**config.mk**
```make
export PLATFORM = sky130hd
export DESIGN_NAME = servo_status_packet_parser
export DESIGN_NICKNAME = d
export VERILOG_FILES = /design/src/sv/ssp_pkg.sv /design/src/sv/ssp_in_stage.sv /design/src/sv/ssp_parser.sv /design/src/sv/ssp_out_stage.sv /design/src/sv/servo_status_packet_parser.sv
export SDC_FILE = /design/constraint.sdc
export NUM_CORES = 1
export LEC_CHECK = 0
export BUFFER_PORTS_ARGS = -buffer_cell sky130_fd_sc_hd__buf_2
export CAP_MARGIN = 10
export CORE_AREA = 2 2 120 122
export CTS_BUF_LIST = sky130_fd_sc_hd__clkbuf_8
export DETAILED_ROUTE_END_ITERATION = 12
export DIE_AREA = 0 0 122 124
export PLACE_DENSITY_LB_ADDON = 0.2
export SYNTH_ARGS = -nofsm -noshare
export SYNTH_HDL_FRONTEND = slang
export SYNTH_SLANG_ARGS = --single-unit
```
**constraint.sdc**
```tcl
create_clock -name clk_i -period 2.4 [get_ports clk_i]
set_input_delay 0.24 -clock clk_i [delete_from_list [all_inputs] [get_ports clk_i]]
set_output_delay 0.24 -clock clk_i [all_outputs]
set_load 0.01 [all_outputs]
```
**src/sv/ssp_pkg.sv**
```systemverilog
package ssp_pkg;

  // sync byte that opens every status packet
  localparam logic [7:0] SyncByte = 8'hFF;

  // configuration register indexes
  localparam logic CfgTiltId = 1'b0;
  localparam logic CfgPanId  = 1'b1;

  // configuration reset values
  localparam logic [7:0] TiltIdReset = 8'd1;
  localparam logic [7:0] PanIdReset  = 8'd2;

  // axis codes
  localparam logic AxisPan  = 1'b0;
  localparam logic AxisTilt = 1'b1;

  // parser phases, one-hot
  typedef enum logic [6:0] {
    PhSync1 = 7'b0000001,
    PhSync2 = 7'b0000010,
    PhId    = 7'b0000100,
    PhLen   = 7'b0001000,
    PhErr   = 7'b0010000,
    PhParam = 7'b0100000,
    PhCksum = 7'b1000000
  } ssp_phase_e;

  // one decoded position report
  typedef struct packed {
    logic        valid;
    logic        axis;
    logic [15:0] position;
  } ssp_result_t;

endpackage

```
**src/sv/ssp_in_stage.sv**
```systemverilog
module ssp_in_stage import ssp_pkg::*; (
  input  logic       clk_i,
  input  logic       rst_ni,
  input  logic       valid_i,
  output logic       ready_o,
  input  logic [7:0] byte_i,
  input  logic       advance_i,
  output logic       step_o,
  output logic [7:0] byte_o
);

  logic       valid_q;
  logic [7:0] byte_q;

  // a held byte leaves whenever the parser advances
  assign ready_o = !valid_q || advance_i;
  assign step_o  = valid_q && advance_i;
  assign byte_o  = byte_q;

  // input byte register
  always_ff @(posedge clk_i or negedge rst_ni) begin
    if (!rst_ni) begin
      valid_q <= 1'b0;
    end else if (ready_o) begin
      valid_q <= valid_i;
    end
  end

  always_ff @(posedge clk_i) begin
    if (ready_o && valid_i) begin
      byte_q <= byte_i;
    end
  end

endmodule

```
**src/sv/ssp_parser.sv**
```systemverilog
module ssp_parser import ssp_pkg::*; (
  input  logic        clk_i,
  input  logic        rst_ni,
  input  logic        step_i,
  input  logic [7:0]  byte_i,
  input  logic [7:0]  tilt_id_i,
  input  logic [7:0]  pan_id_i,
  output ssp_result_t result_o
);

  ssp_phase_e phase_q, phase_d;
  logic [7:0] id_q, id_d;
  logic [7:0] remaining_q, remaining_d;
  logic [1:0] seen_q, seen_d;
  logic [7:0] pos_lo_q, pos_lo_d;
  logic [7:0] pos_hi_q, pos_hi_d;
  logic [7:0] remaining_dec;
  logic       tilt_hit;
  logic       pan_hit;

  assign tilt_hit      = (id_q == tilt_id_i);
  assign pan_hit       = (id_q == pan_id_i);
  assign remaining_dec = (remaining_q != 8'd0) ? remaining_q - 8'd1 : 8'd0;

  // per-byte phase update
  always_comb begin
    phase_d     = phase_q;
    id_d        = id_q;
    remaining_d = remaining_q;
    seen_d      = seen_q;
    pos_lo_d    = pos_lo_q;
    pos_hi_d    = pos_hi_q;
    result_o    = '0;
    case (phase_q)
      PhSync1: begin
        if (byte_i == SyncByte) phase_d = PhSync2;
      end
      PhSync2: begin
        phase_d = (byte_i == SyncByte) ? PhId : PhSync1;
      end
      PhId: begin
        id_d    = byte_i;
        phase_d = PhLen;
      end
      PhLen: begin
        remaining_d = (byte_i >= 8'd2) ? byte_i - 8'd2 : 8'd0;
        seen_d      = 2'd0;
        phase_d     = PhErr;
      end
      PhErr: begin
        phase_d = (remaining_q != 8'd0) ? PhParam : PhCksum;
      end
      PhParam: begin
        if (seen_q == 2'd0) pos_lo_d = byte_i;
        if (seen_q == 2'd1) pos_hi_d = byte_i;
        if (seen_q < 2'd2) seen_d = seen_q + 2'd1;
        remaining_d = remaining_dec;
        if (remaining_dec == 8'd0) phase_d = PhCksum;
      end
      PhCksum: begin
        // checksum byte is dropped; report when the id is one of ours and at least two parameters came
        result_o.valid    = step_i && (seen_q >= 2'd2) && (tilt_hit || pan_hit);
        result_o.axis     = tilt_hit ? AxisTilt : AxisPan;
        result_o.position = {pos_hi_q, pos_lo_q};
        phase_d           = PhSync1;
      end
      default: begin
        phase_d = PhSync1;
      end
    endcase
  end

  // parser state, moves only on a byte step
  always_ff @(posedge clk_i or negedge rst_ni) begin
    if (!rst_ni) begin
      phase_q     <= PhSync1;
      id_q        <= 8'd0;
      remaining_q <= 8'd0;
      seen_q      <= 2'd0;
      pos_lo_q    <= 8'd0;
      pos_hi_q    <= 8'd0;
    end else if (step_i) begin
      phase_q     <= phase_d;
      id_q        <= id_d;
      remaining_q <= remaining_d;
      seen_q      <= seen_d;
      pos_lo_q    <= pos_lo_d;
      pos_hi_q    <= pos_hi_d;
    end
  end

endmodule

```
**src/sv/ssp_out_stage.sv**
```systemverilog
module ssp_out_stage import ssp_pkg::*; (
  input  logic        clk_i,
  input  logic        rst_ni,
  input  ssp_result_t result_i,
  output logic        advance_o,
  output logic        valid_o,
  input  logic        ready_i,
  output logic        axis_o,
  output logic [15:0] position_o
);

  logic        valid_q;
  logic        axis_q;
  logic [15:0] position_q;

  // the register can load when empty or being drained this cycle
  assign advance_o  = !valid_q || ready_i;
  assign valid_o    = valid_q;
  assign axis_o     = axis_q;
  assign position_o = position_q;

  // result register
  always_ff @(posedge clk_i or negedge rst_ni) begin
    if (!rst_ni) begin
      valid_q <= 1'b0;
    end else if (advance_o) begin
      valid_q <= result_i.valid;
    end
  end

  always_ff @(posedge clk_i) begin
    if (advance_o && result_i.valid) begin
      axis_q     <= result_i.axis;
      position_q <= result_i.position;
    end
  end

endmodule

```
**src/sv/servo_status_packet_parser.sv**
```systemverilog
// Servo status packet parser. Takes one received byte per beat on the slave
// stream, hunts for two 0xFF sync bytes, then reads id, length, error byte,
// length minus two parameter bytes and a checksum byte that is not checked.
// On the checksum byte of a packet whose id matches the tilt or pan id
// register and that carried at least two parameters, one beat leaves on the
// master stream: tdata is the little-endian position from the first two
// parameters, tuser the axis (1 tilt, 0 pan; tilt wins if both ids match).
// A byte passes an input register, the per-byte phase update and the result
// register; a new byte is taken every cycle while the result register is not
// held by a stalled master stream. The id registers (index 0 tilt, reset 1;
// index 1 pan, reset 2) are always ready and should be written only while no
// packet is in flight.
module servo_status_packet_parser import ssp_pkg::*; (
  input  logic        clk_i,
  input  logic        rst_ni,
  // received bytes
  input  logic        s_axis_tvalid,
  output logic        s_axis_tready,
  input  logic [7:0]  s_axis_tdata,   // [7:0] rx_byte
  // position reports
  output logic        m_axis_tvalid,
  input  logic        m_axis_tready,
  output logic [15:0] m_axis_tdata,   // [15:0] position
  output logic        m_axis_tuser,   // [0] axis
  // register writes
  input  logic        cfg_valid_i,
  output logic        cfg_ready_o,
  input  logic        cfg_index_i,
  input  logic [7:0]  cfg_data_i
);

  logic        advance;
  logic        step;
  logic [7:0]  step_byte;
  ssp_result_t result;
  logic [7:0]  tilt_id_q;
  logic [7:0]  pan_id_q;

  // id registers
  assign cfg_ready_o = 1'b1;

  always_ff @(posedge clk_i or negedge rst_ni) begin
    if (!rst_ni) begin
      tilt_id_q <= TiltIdReset;
      pan_id_q  <= PanIdReset;
    end else if (cfg_valid_i) begin
      case (cfg_index_i)
        CfgTiltId: tilt_id_q <= cfg_data_i;
        CfgPanId:  pan_id_q  <= cfg_data_i;
        default: ;
      endcase
    end
  end

  ssp_in_stage u_in_stage (
    .clk_i     (clk_i),
    .rst_ni    (rst_ni),
    .valid_i   (s_axis_tvalid),
    .ready_o   (s_axis_tready),
    .byte_i    (s_axis_tdata),
    .advance_i (advance),
    .step_o    (step),
    .byte_o    (step_byte)
  );

  ssp_parser u_parser (
    .clk_i     (clk_i),
    .rst_ni    (rst_ni),
    .step_i    (step),
    .byte_i    (step_byte),
    .tilt_id_i (tilt_id_q),
    .pan_id_i  (pan_id_q),
    .result_o  (result)
  );

  ssp_out_stage u_out_stage (
    .clk_i      (clk_i),
    .rst_ni     (rst_ni),
    .result_i   (result),
    .advance_o  (advance),
    .valid_o    (m_axis_tvalid),
    .ready_i    (m_axis_tready),
    .axis_o     (m_axis_tuser),
    .position_o (m_axis_tdata)
  );

endmodule

```
==> reports/summary.md, run 1 <==
The critical path is of the register to register type. The tools report the starting density of the core as 29.5%. After synthesis, the most frequently instantiated cells are 56 x sky130_fd_sc_hd__dfrtp_1, 25 x sky130_fd_sc_hd__edfxtp_1, 19 x sky130_fd_sc_hd__mux2_1, 19 x sky130_fd_sc_hd__xor2_1, 18 x sky130_fd_sc_hd__and2_1.

Derived from the worst setup path, the maximum achievable clock frequency is 0.430 GHz. Global routing consumed, on the met1 layer, 16.1% of the routing resources. For flop-to-flop paths, the worst setup slack is 0.07 ns. For this block, the initial DRC count from the detailed router was 101.

Averaged over all synthesized cells, the footprint is 12.6 um^2. The wire length per cell came out at 14.9 um. The detailed-route wire length is 8410 um, and the number of antenna violations at the first check in global routing is 0. The tools report the number of instances in the synthesized netlist as 322. The type of the worst min-delay path was primary input to register.

The placed instances occupy a cell area of 0.00457 mm^2. The portion of the post-synthesis area used by sequential elements is 55.1%. The worst setup path is captured at a register. The die covers 0.0151 mm^2. The detail route stage leaves a number of antenna-violating nets equal to 0. The largest voltage drop on the vdd net was 0.457 mV; the post-detailed-placement half-perimeter wirelength was 6320 um.

The floorplan has 43 rows. At the end of the flow, the number of nets in the layout was 407. The run finished with clean final reports. Headroom to the max-slew limit came out at 56.6%.

The first TritonRoute pass finished after 4 iterations. At the worst endpoint, the arrival time is 2.58 ns. The tree is rooted in a sky130_fd_sc_hd__clkbuf_8. The count of maximum capacitance violations came out at 0.

The Yosys step of the flow raised 0 warnings. The capturing point of the worst reg2reg path was u_parser.phase_q[2]. In this run, distinct cell masters in the synthesized netlist total 58. The run gives 42 as the top-level I/O count. Dividing the final minimum period by the clock period gives 96.9%. TritonCTS built the clock tree. At the later pin of the worst-skew pair, clock insertion delay measures 0.37 ns. Busiest layer in global routing: met2. Counting along the longest clock path gives a buffer depth of 2.

For this design the static power due to leakage is 2.12 nW. The floorplan step set the die height to 124 um. The count of clock tree sinks is 84.

The die is 122 um wide. After global routing the overflow that remains totals 0. The global-route wire length before repair came out at 14,300 um. The port buffer count was 40. The largest fanout on the critical path was 6. In this run the critical register-to-register path is launched from u_parser.remaining_q[3]. The area share of the largest cell type after synthesis works out to 34.6%. The transition time of the tightest slew-check pin was 0.651 ns; the shortest period the worst path allows was 2.33 ns.

The number of cells on the worst reg-to-reg path works out to 6. Yosys mapped a number of flops with a built-in enable equal to 25. The net count of the mapped netlist was 349; the areal power density over the cells was 783 mW/mm^2.

The final design area excluding fillers came out at 0.00482 mm^2. The critical path ends at u_parser.phase_q[2]. In the global route stage, met2 resource usage came out at 20.5%. Pin count of the biggest net entering global routing: 34.

The logs give 0 for the antenna diode count and 2,617 for the number of vias after detailed routing. Setup violations remaining at the end of the flow were counted as 0. The required time at the worst-slack endpoint was 2.65 ns; the standard cell core area was 0.0137 mm^2. In this run the cell area of the synthesized design comes to 0.00405 mm^2.

The ratio of cells with drive above 1 in the final layout was 29.4%. The dominant cell type by area after synthesis was sky130_fd_sc_hd__dfrtp_1. The global-route usage over all layers came out at 12.6%. The fraction of synthesis flops using an asynchronous set or reset pin was 70.2%.

The run gives 0 as the number of remaining DRC errors. By area the synthesized netlist is led by sky130_fd_sc_hd__dfrtp_1 35%, sky130_fd_sc_hd__edfxtp_1 19%, sky130_fd_sc_hd__mux2_1 5.3%. In this run the worst setup path begins at u_parser.remaining_q[3]. The via count of the first global-routing pass is 2,675.

The final-report max-slew violation count came out at 0. The H-tree was split into 3 levels. For this run, the leading register cell type out of synthesis is sky130_fd_sc_hd__dfrtp_1. Dividing the detail-routed via count by the number of cells gives 4.63. Summed over all failing endpoints, the final setup total negative slack is 0 ns. Setup repair after global routing left no endpoint under its margin.

The global routing met3 resource utilization was 3.57%; the final number of hold-violating endpoints was 0. Compared with the post-synthesis result, the final layout area differs by 18.9%. The tools report the critical path launch point type as a register. The clock arrives with 0.0105 ns of skew. For the number of buffers created by CTS, the log shows 9. The congestion estimate from routability-driven global placement came to 0.796. Clock-pin slew was measured on the worst setup and hold paths at 0.09 ns.

The register bit count reported by yosys is 84. Most numerous cell in the Yosys netlist: sky130_fd_sc_hd__dfrtp_1.
==> metal layers <==
layer | part of all wire (%) | vias up
met1 | 48 | 1282
met4 | 1.6 | 0
met5 | 0 | -
met2 | 47 | 50
met3 | 3.9 | 8
li1 | - | 1277
==> final cells by class <==
class                           instances  area [um^2]
Clock buffer                            9          124
Clock inverter                          7         90.1
Fill cell                            1367         8900
Inverter                               12         45.0
Multi-Input combinational cell        212         1700
Sequential cell                        84         2230
Tap cell                              180          225
Timing Repair Buffer                   61          398
==> per-stage QoR <==
stage	cells	total power, mW	hold WS [ns]	setup WS [ns]	util (%)
after floorplan	322	2.41	-0.0556	0.155	-
after global placement	547	2.65	0.307	0.147	33.3
after detailed placement	547	2.67	0.316	0.0863	33.3
after CTS	564	3.80	0.0136	0.0389	34.9
after global routing	565	4.02	0.0119	0.0129	35.1
final	565	3.77	0.0413	0.0746	35.1
==> worst min-delay path by stage <==
stage,from,slack [ns],cells after the start,end
after floorplan,rst_ni,-0.06,0,pan_id_q[0]
after global placement,rst_ni,0.31,1,u_parser.pos_hi_q[0]
after detailed placement,rst_ni,0.32,1,u_parser.pos_hi_q[0]
after CTS,s_axis_tdata[4],0.01,1,u_in_stage.byte_o[4]
after global routing,s_axis_tdata[4],0.01,1,u_in_stage.byte_o[4]
final,s_axis_tdata[4],0.04,1,u_in_stage.byte_o[4]
==> flip-flops by register name, summed over array words and instances, names as in the netlist, 7 cells and up <==
name,count
u_parser.phase_q,7
u_parser.pos_lo_q,8
tilt_id_q,8
u_in_stage.byte_o,8
u_out_stage.position_o,16
u_parser.pos_hi_q,8
u_parser.id_q,8
u_parser.remaining_q,8
pan_id_q,8
==> worst max-delay path, stage by stage, from the launching register on <==
cell,delay [ns]
sky130_fd_sc_hd__dfrtp_1,0.45
sky130_fd_sc_hd__or4_4,0.58
sky130_fd_sc_hd__or4_4,0.44
sky130_fd_sc_hd__a21oi_2,0.22
sky130_fd_sc_hd__nor3_4,0.06
sky130_fd_sc_hd__buf_12,0.16
sky130_fd_sc_hd__mux2_4,0.29
==> placed cells by master (no fill, tap or decap), drive strengths merged, types with 3 or more instances in the layout <==
cell	instances
nand3	8
o21ai	15
buf	60
a22o	5
xor2	19
and2	18
edfxtp	25
inv	15
mux2	40
ha	5
nor2b	3
nor4	10
dfrtp	56
nand3b	4
nand2	16
nor3	10
a21oi	4
nand2b	5
o21a	4
dfstp	3
nor2	11
or4	4
clkbuf	9
o22ai	3
==> kinds of logic after synthesis <==
kind of cell	Yosys count	synth area share, %
buf+inv	26	3.06
xor+xnor	21	4.54
simple gates	98	15.2
flops	84	55.1
mux	41	12.5
fa+ha+maj	6	1.79
compound gates	45	7.81
other cells	1	0.0926
==> report_power, final <==
part / total [mW] / internal (mW) / switching [mW]
combinational: 0.787 / 0.415 / 0.372
sequential: 1.88 / 1.68 / 0.203
clock: 1.10 / 0.584 / 0.519
total: 3.77 / 2.68 / 1.09
==> timing repair <==
item | in CTS | in global routing
hold buffers | 1 | 0
endpoints found under the hold margin | 26 | 0
buffers inserted | 0 | 1
gates resized for setup | 0 | 2
endpoints found under the setup margin | 0 | 9
Power figures use the tool's default switching activity.
==> run 2: changes to the inputs <==
--- a/config.mk
+++ b/config.mk
@@ -7,11 +7,13 @@
 export LEC_CHECK = 0
 export BUFFER_PORTS_ARGS = -buffer_cell sky130_fd_sc_hd__buf_2
 export CAP_MARGIN = 10
+export CELL_PAD_IN_SITES_DETAIL_PLACEMENT = 1
+export CELL_PAD_IN_SITES_GLOBAL_PLACEMENT = 1
 export CORE_AREA = 2 2 120 122
 export CTS_BUF_LIST = sky130_fd_sc_hd__clkbuf_8
 export DETAILED_ROUTE_END_ITERATION = 12
 export DIE_AREA = 0 0 122 124
-export PLACE_DENSITY_LB_ADDON = 0.2
+export PLACE_DENSITY = 0.52
 export SYNTH_ARGS = -nofsm -noshare
 export SYNTH_HDL_FRONTEND = slang
 export SYNTH_SLANG_ARGS = --single-unit
==> reports/summary.md, run 2 (synthesis results as in run 1) <==
Number of antenna violations at the first check in global routing: 0 (unchanged). The worst setup path is launched from a register. Global-route wire length before repair: 15,000 um (+5.4%). The worst register-to-register path begins at u_parser.remaining_q[3]. The fmax was 0.436 GHz (+1.4%); the number of buffers created by CTS was 9 (unchanged).

CTS placed an instance of sky130_fd_sc_hd__clkbuf_8 at the clock tree root. The run gives 27.9% (-1.4 points) as the clock share of power. The number of vias after detailed routing is 2,659 (+1.6%).

The area overhead of the layout relative to synthesis is 18.9% (unchanged), and the number of cell rows is 43 (unchanged). The worst register-to-register path ends at u_parser.phase_q[2]. The signal on the critical path passes through or4_4, or4_4, a21oi_2, nor3_4, buf_12, mux2_4. The tools report the detailed-route wire length as 9030 um (+7.4%). The largest stage delay on the critical path works out to 0.57 ns (about the same). The port buffer count was 40 (unchanged).

The count of clock tree sinks came out at 84 (unchanged). Among the stages of the critical path, the cell type that occurs most often is sky130_fd_sc_hd__or4_4. The run gives 4230 um (+7.4%) as the met2 layer wire length in the routed design. The areal power density over the cells is 774 mW/mm^2 (-1.2%), and the final non-filler cell total is 567 (+0.35%). The worst hold path begins at s_axis_tdata[6]. The top-level I/O count came out at 42 (unchanged). The logs give 29.5% (unchanged) for the starting density of the core and 0 (unchanged) for the final number of hold-violating endpoints. The leakage power of the design came out at 2.11 nW (-0.43%). The critical path is of the register to register type.

The die area was 0.0151 mm^2 (unchanged). The part of the total power dissipated in sequential elements was 50.5% (+0.6 points). For the total global routing overflow, the log shows 0 (unchanged).

The library cells used most frequently in the layout, excluding fill and tap cells, are 56 x sky130_fd_sc_hd__dfrtp_1, 40 x sky130_fd_sc_hd__buf_2, 25 x sky130_fd_sc_hd__edfxtp_1. The number of cells on the worst reg-to-reg path is 6 (unchanged). The run gives 2,875 (+7.5%) as the via count of the first global-routing pass. The flow ran to the end, and the final reports show no timing, DRC or antenna violations.

The number of optimization iterations in the first detailed-route pass came out at 4 (unchanged). For the worst-case setup slack after placement, the log shows 0.160 ns (+0.0737 ns). The logs give 6660 um (+5.3%) for the post-detailed-placement half-perimeter wirelength and 0 (unchanged) for the antenna diode count.

The run gives 0 (unchanged) as the number of remaining DRC errors. The kind of end point of the critical path is a register. TritonCTS built the clock tree.

For the count of maximum capacitance violations, the log shows 0 (unchanged). The internal portion of total power is 2.59 mW (-3.4%), and the ratio of cells with drive above 1 in the final layout is 30.2% (+0.88 points). The run gives 549 (+0.37%) as the cell total after placement.

For the post-route met1 wirelength, the log shows 4320 um (+7.7%). The ratio of routed vias to standard cells was 4.69 (+1.2%). Clock latency on the worst-skew pair: 0.38 ns (about the same). The end point of the worst hold path is u_in_stage.byte_o[6]. The number of flip-flops under the largest register name came out at 16 (unchanged). On the critical path, the stage with the largest delay is an instance of sky130_fd_sc_hd__or4_4. Type of the worst min-delay path: primary input to register. The number of cells on the worst hold path was 1 (unchanged).

The global-route usage over all layers was 13.3% (+0.71 points); the antenna violation net count after detailed routing was 0 (unchanged). The clock slew at the register clock pins of the worst setup and hold paths came out at 0.09 ns (about the same). The final critical-path share of the clock period is 95.6% (-1.3 points), and the shortest period the worst path allows is 2.29 ns (-0.0318 ns). The total negative slack is 0 ns (unchanged). The worst-case hold slack is 0.0300 ns (-0.0112 ns), and the largest fanout on the critical path is 6 (unchanged).

The logs give 1.14 mW (+4.3%) for the switching component of the power and 21.6% (+0.7 points) for the combinational power share. Number of endpoints failing setup at the final stage: 0 (unchanged). In this run the worst setup path begins at u_parser.remaining_q[3].

Maximum clock skew at final layout: 0.0110 ns (+0.000473 ns). The wire length per cell came out at 15.9 um (+7.0%). The run gives 409 (+0.49%) as the number of nets in the finished design. The least setup slack across all paths after layout came out at 0.106 ns (+0.0318 ns). The number of inserted filler cells in the final layout was 1,507 (+10%); the final core area utilization was 35.1% (unchanged). Required time at the worst-slack endpoint: 2.67 ns (+0.02 ns). The tools report the data arrival time of the critical path as 2.56 ns (-0.02 ns).

For the routed length on met3, the log shows 291 um (-11%). The run gives 0.11 ns (+0.03 ns) as the register-to-register setup slack. Largest buffer count on any clock path: 2 (unchanged).

The largest voltage drop on the vdd net came out at 0.325 mV (-29%). Leaving out fill and tap cells, the most frequent cell in the layout is sky130_fd_sc_hd__dfrtp_1. The switching part of the total works out to 30.6% (+1.6 points). The pin count of the biggest net entering global routing was 60 (+76%); the floorplan die height was 124 um (unchanged). The standard cell core area was 0.0137 mm^2 (unchanged); the x dimension of the die was 122 um (unchanged).

Signal routing reaches up to met4. The run gives 0 (unchanged) as the final-report max-slew violation count. Setup repair after global routing left no endpoint under its margin. The tools report the routability congestion estimate as 0.753 (-5.4%). The run gives 3 (unchanged) as the number of levels the H-tree was split into.

The initial DRC count came out at 92 (-8.9%).
## run 2: changes by cell type in the layout (fill, tap and decap cells not counted), sizes merged
cell / before / now
buf: 60 / 62
clkinvlp: 0 / 2
bufinv: 2 / 1
inv: 15 / 14
## run 2: worst max path at each step
stage                                to  slack [ns]  depth (start not counted)
global placement    u_parser.phase_q[1]        0.18                          7
CTS                 u_parser.phase_q[1]        0.12                          7
global route        u_parser.phase_q[1]        0.02                          6
detailed placement  u_parser.phase_q[1]        0.16                          7
floorplan           u_parser.phase_q[1]        0.15                          7
finish              u_parser.phase_q[2]        0.11                          6
## run 2: what timing repair did
action | in CTS | in global routing
hold endpoints to repair | 56 | 0
endpoints found under the setup margin | 0 | 6
hold buffers | 1 | 0
buffers inserted | 0 | 1
gates resized for setup | 0 | 2
## run 2: critical path: cells and delay by family (launching register included)
family / cells / cell delay (ns)
flops: 1 / 0.45
buf+inv: 1 / 0.14
compound gates: 1 / 0.23
simple gates: 3 / 1.08
mux: 1 / 0.28
## run 2: routing by layer
| metal | global-route usage, % | vias up |
|---|---|---|
| met5 | 0 | - |
| li1 | - | 1277 |
| met1 | 16.6 | 1329 |
| met3 | 2.98 | 10 |
| met2 | 22.1 | 43 |
| met4 | 6.11 | 0 |
## run 2: power groups by stage
stage                     clock [mW]  sequential (mW)  combinational, mW
after floorplan                    0             1.85              0.563
final                           1.04             1.88              0.804
after CTS                       1.08             1.89              0.791
after global routing            1.13             1.92              0.906
after global placement             0             1.90              0.771
after detailed placement           0             1.91              0.788
## run 2: metrics by stage
stage / area (um^2) / total power, mW
after floorplan: 4060 / 2.41
after global placement: 4580 / 2.68
after detailed placement: 4580 / 2.70
after CTS: 4790 / 3.76
after global routing: 4820 / 3.96
final: 4820 / 3.73
## run 2: final cells by class
cell class              instances  area [um^2]  area share (%)
inverters                      12         45.0           0.935
well taps                     180          225            4.67
multi-input cells             212         1710            35.4
flip-flops and latches         84         2230            46.3
clock inverters                 7         72.6            1.51
clock buffers                   9          124            2.57
repair buffers                 63          413            8.57
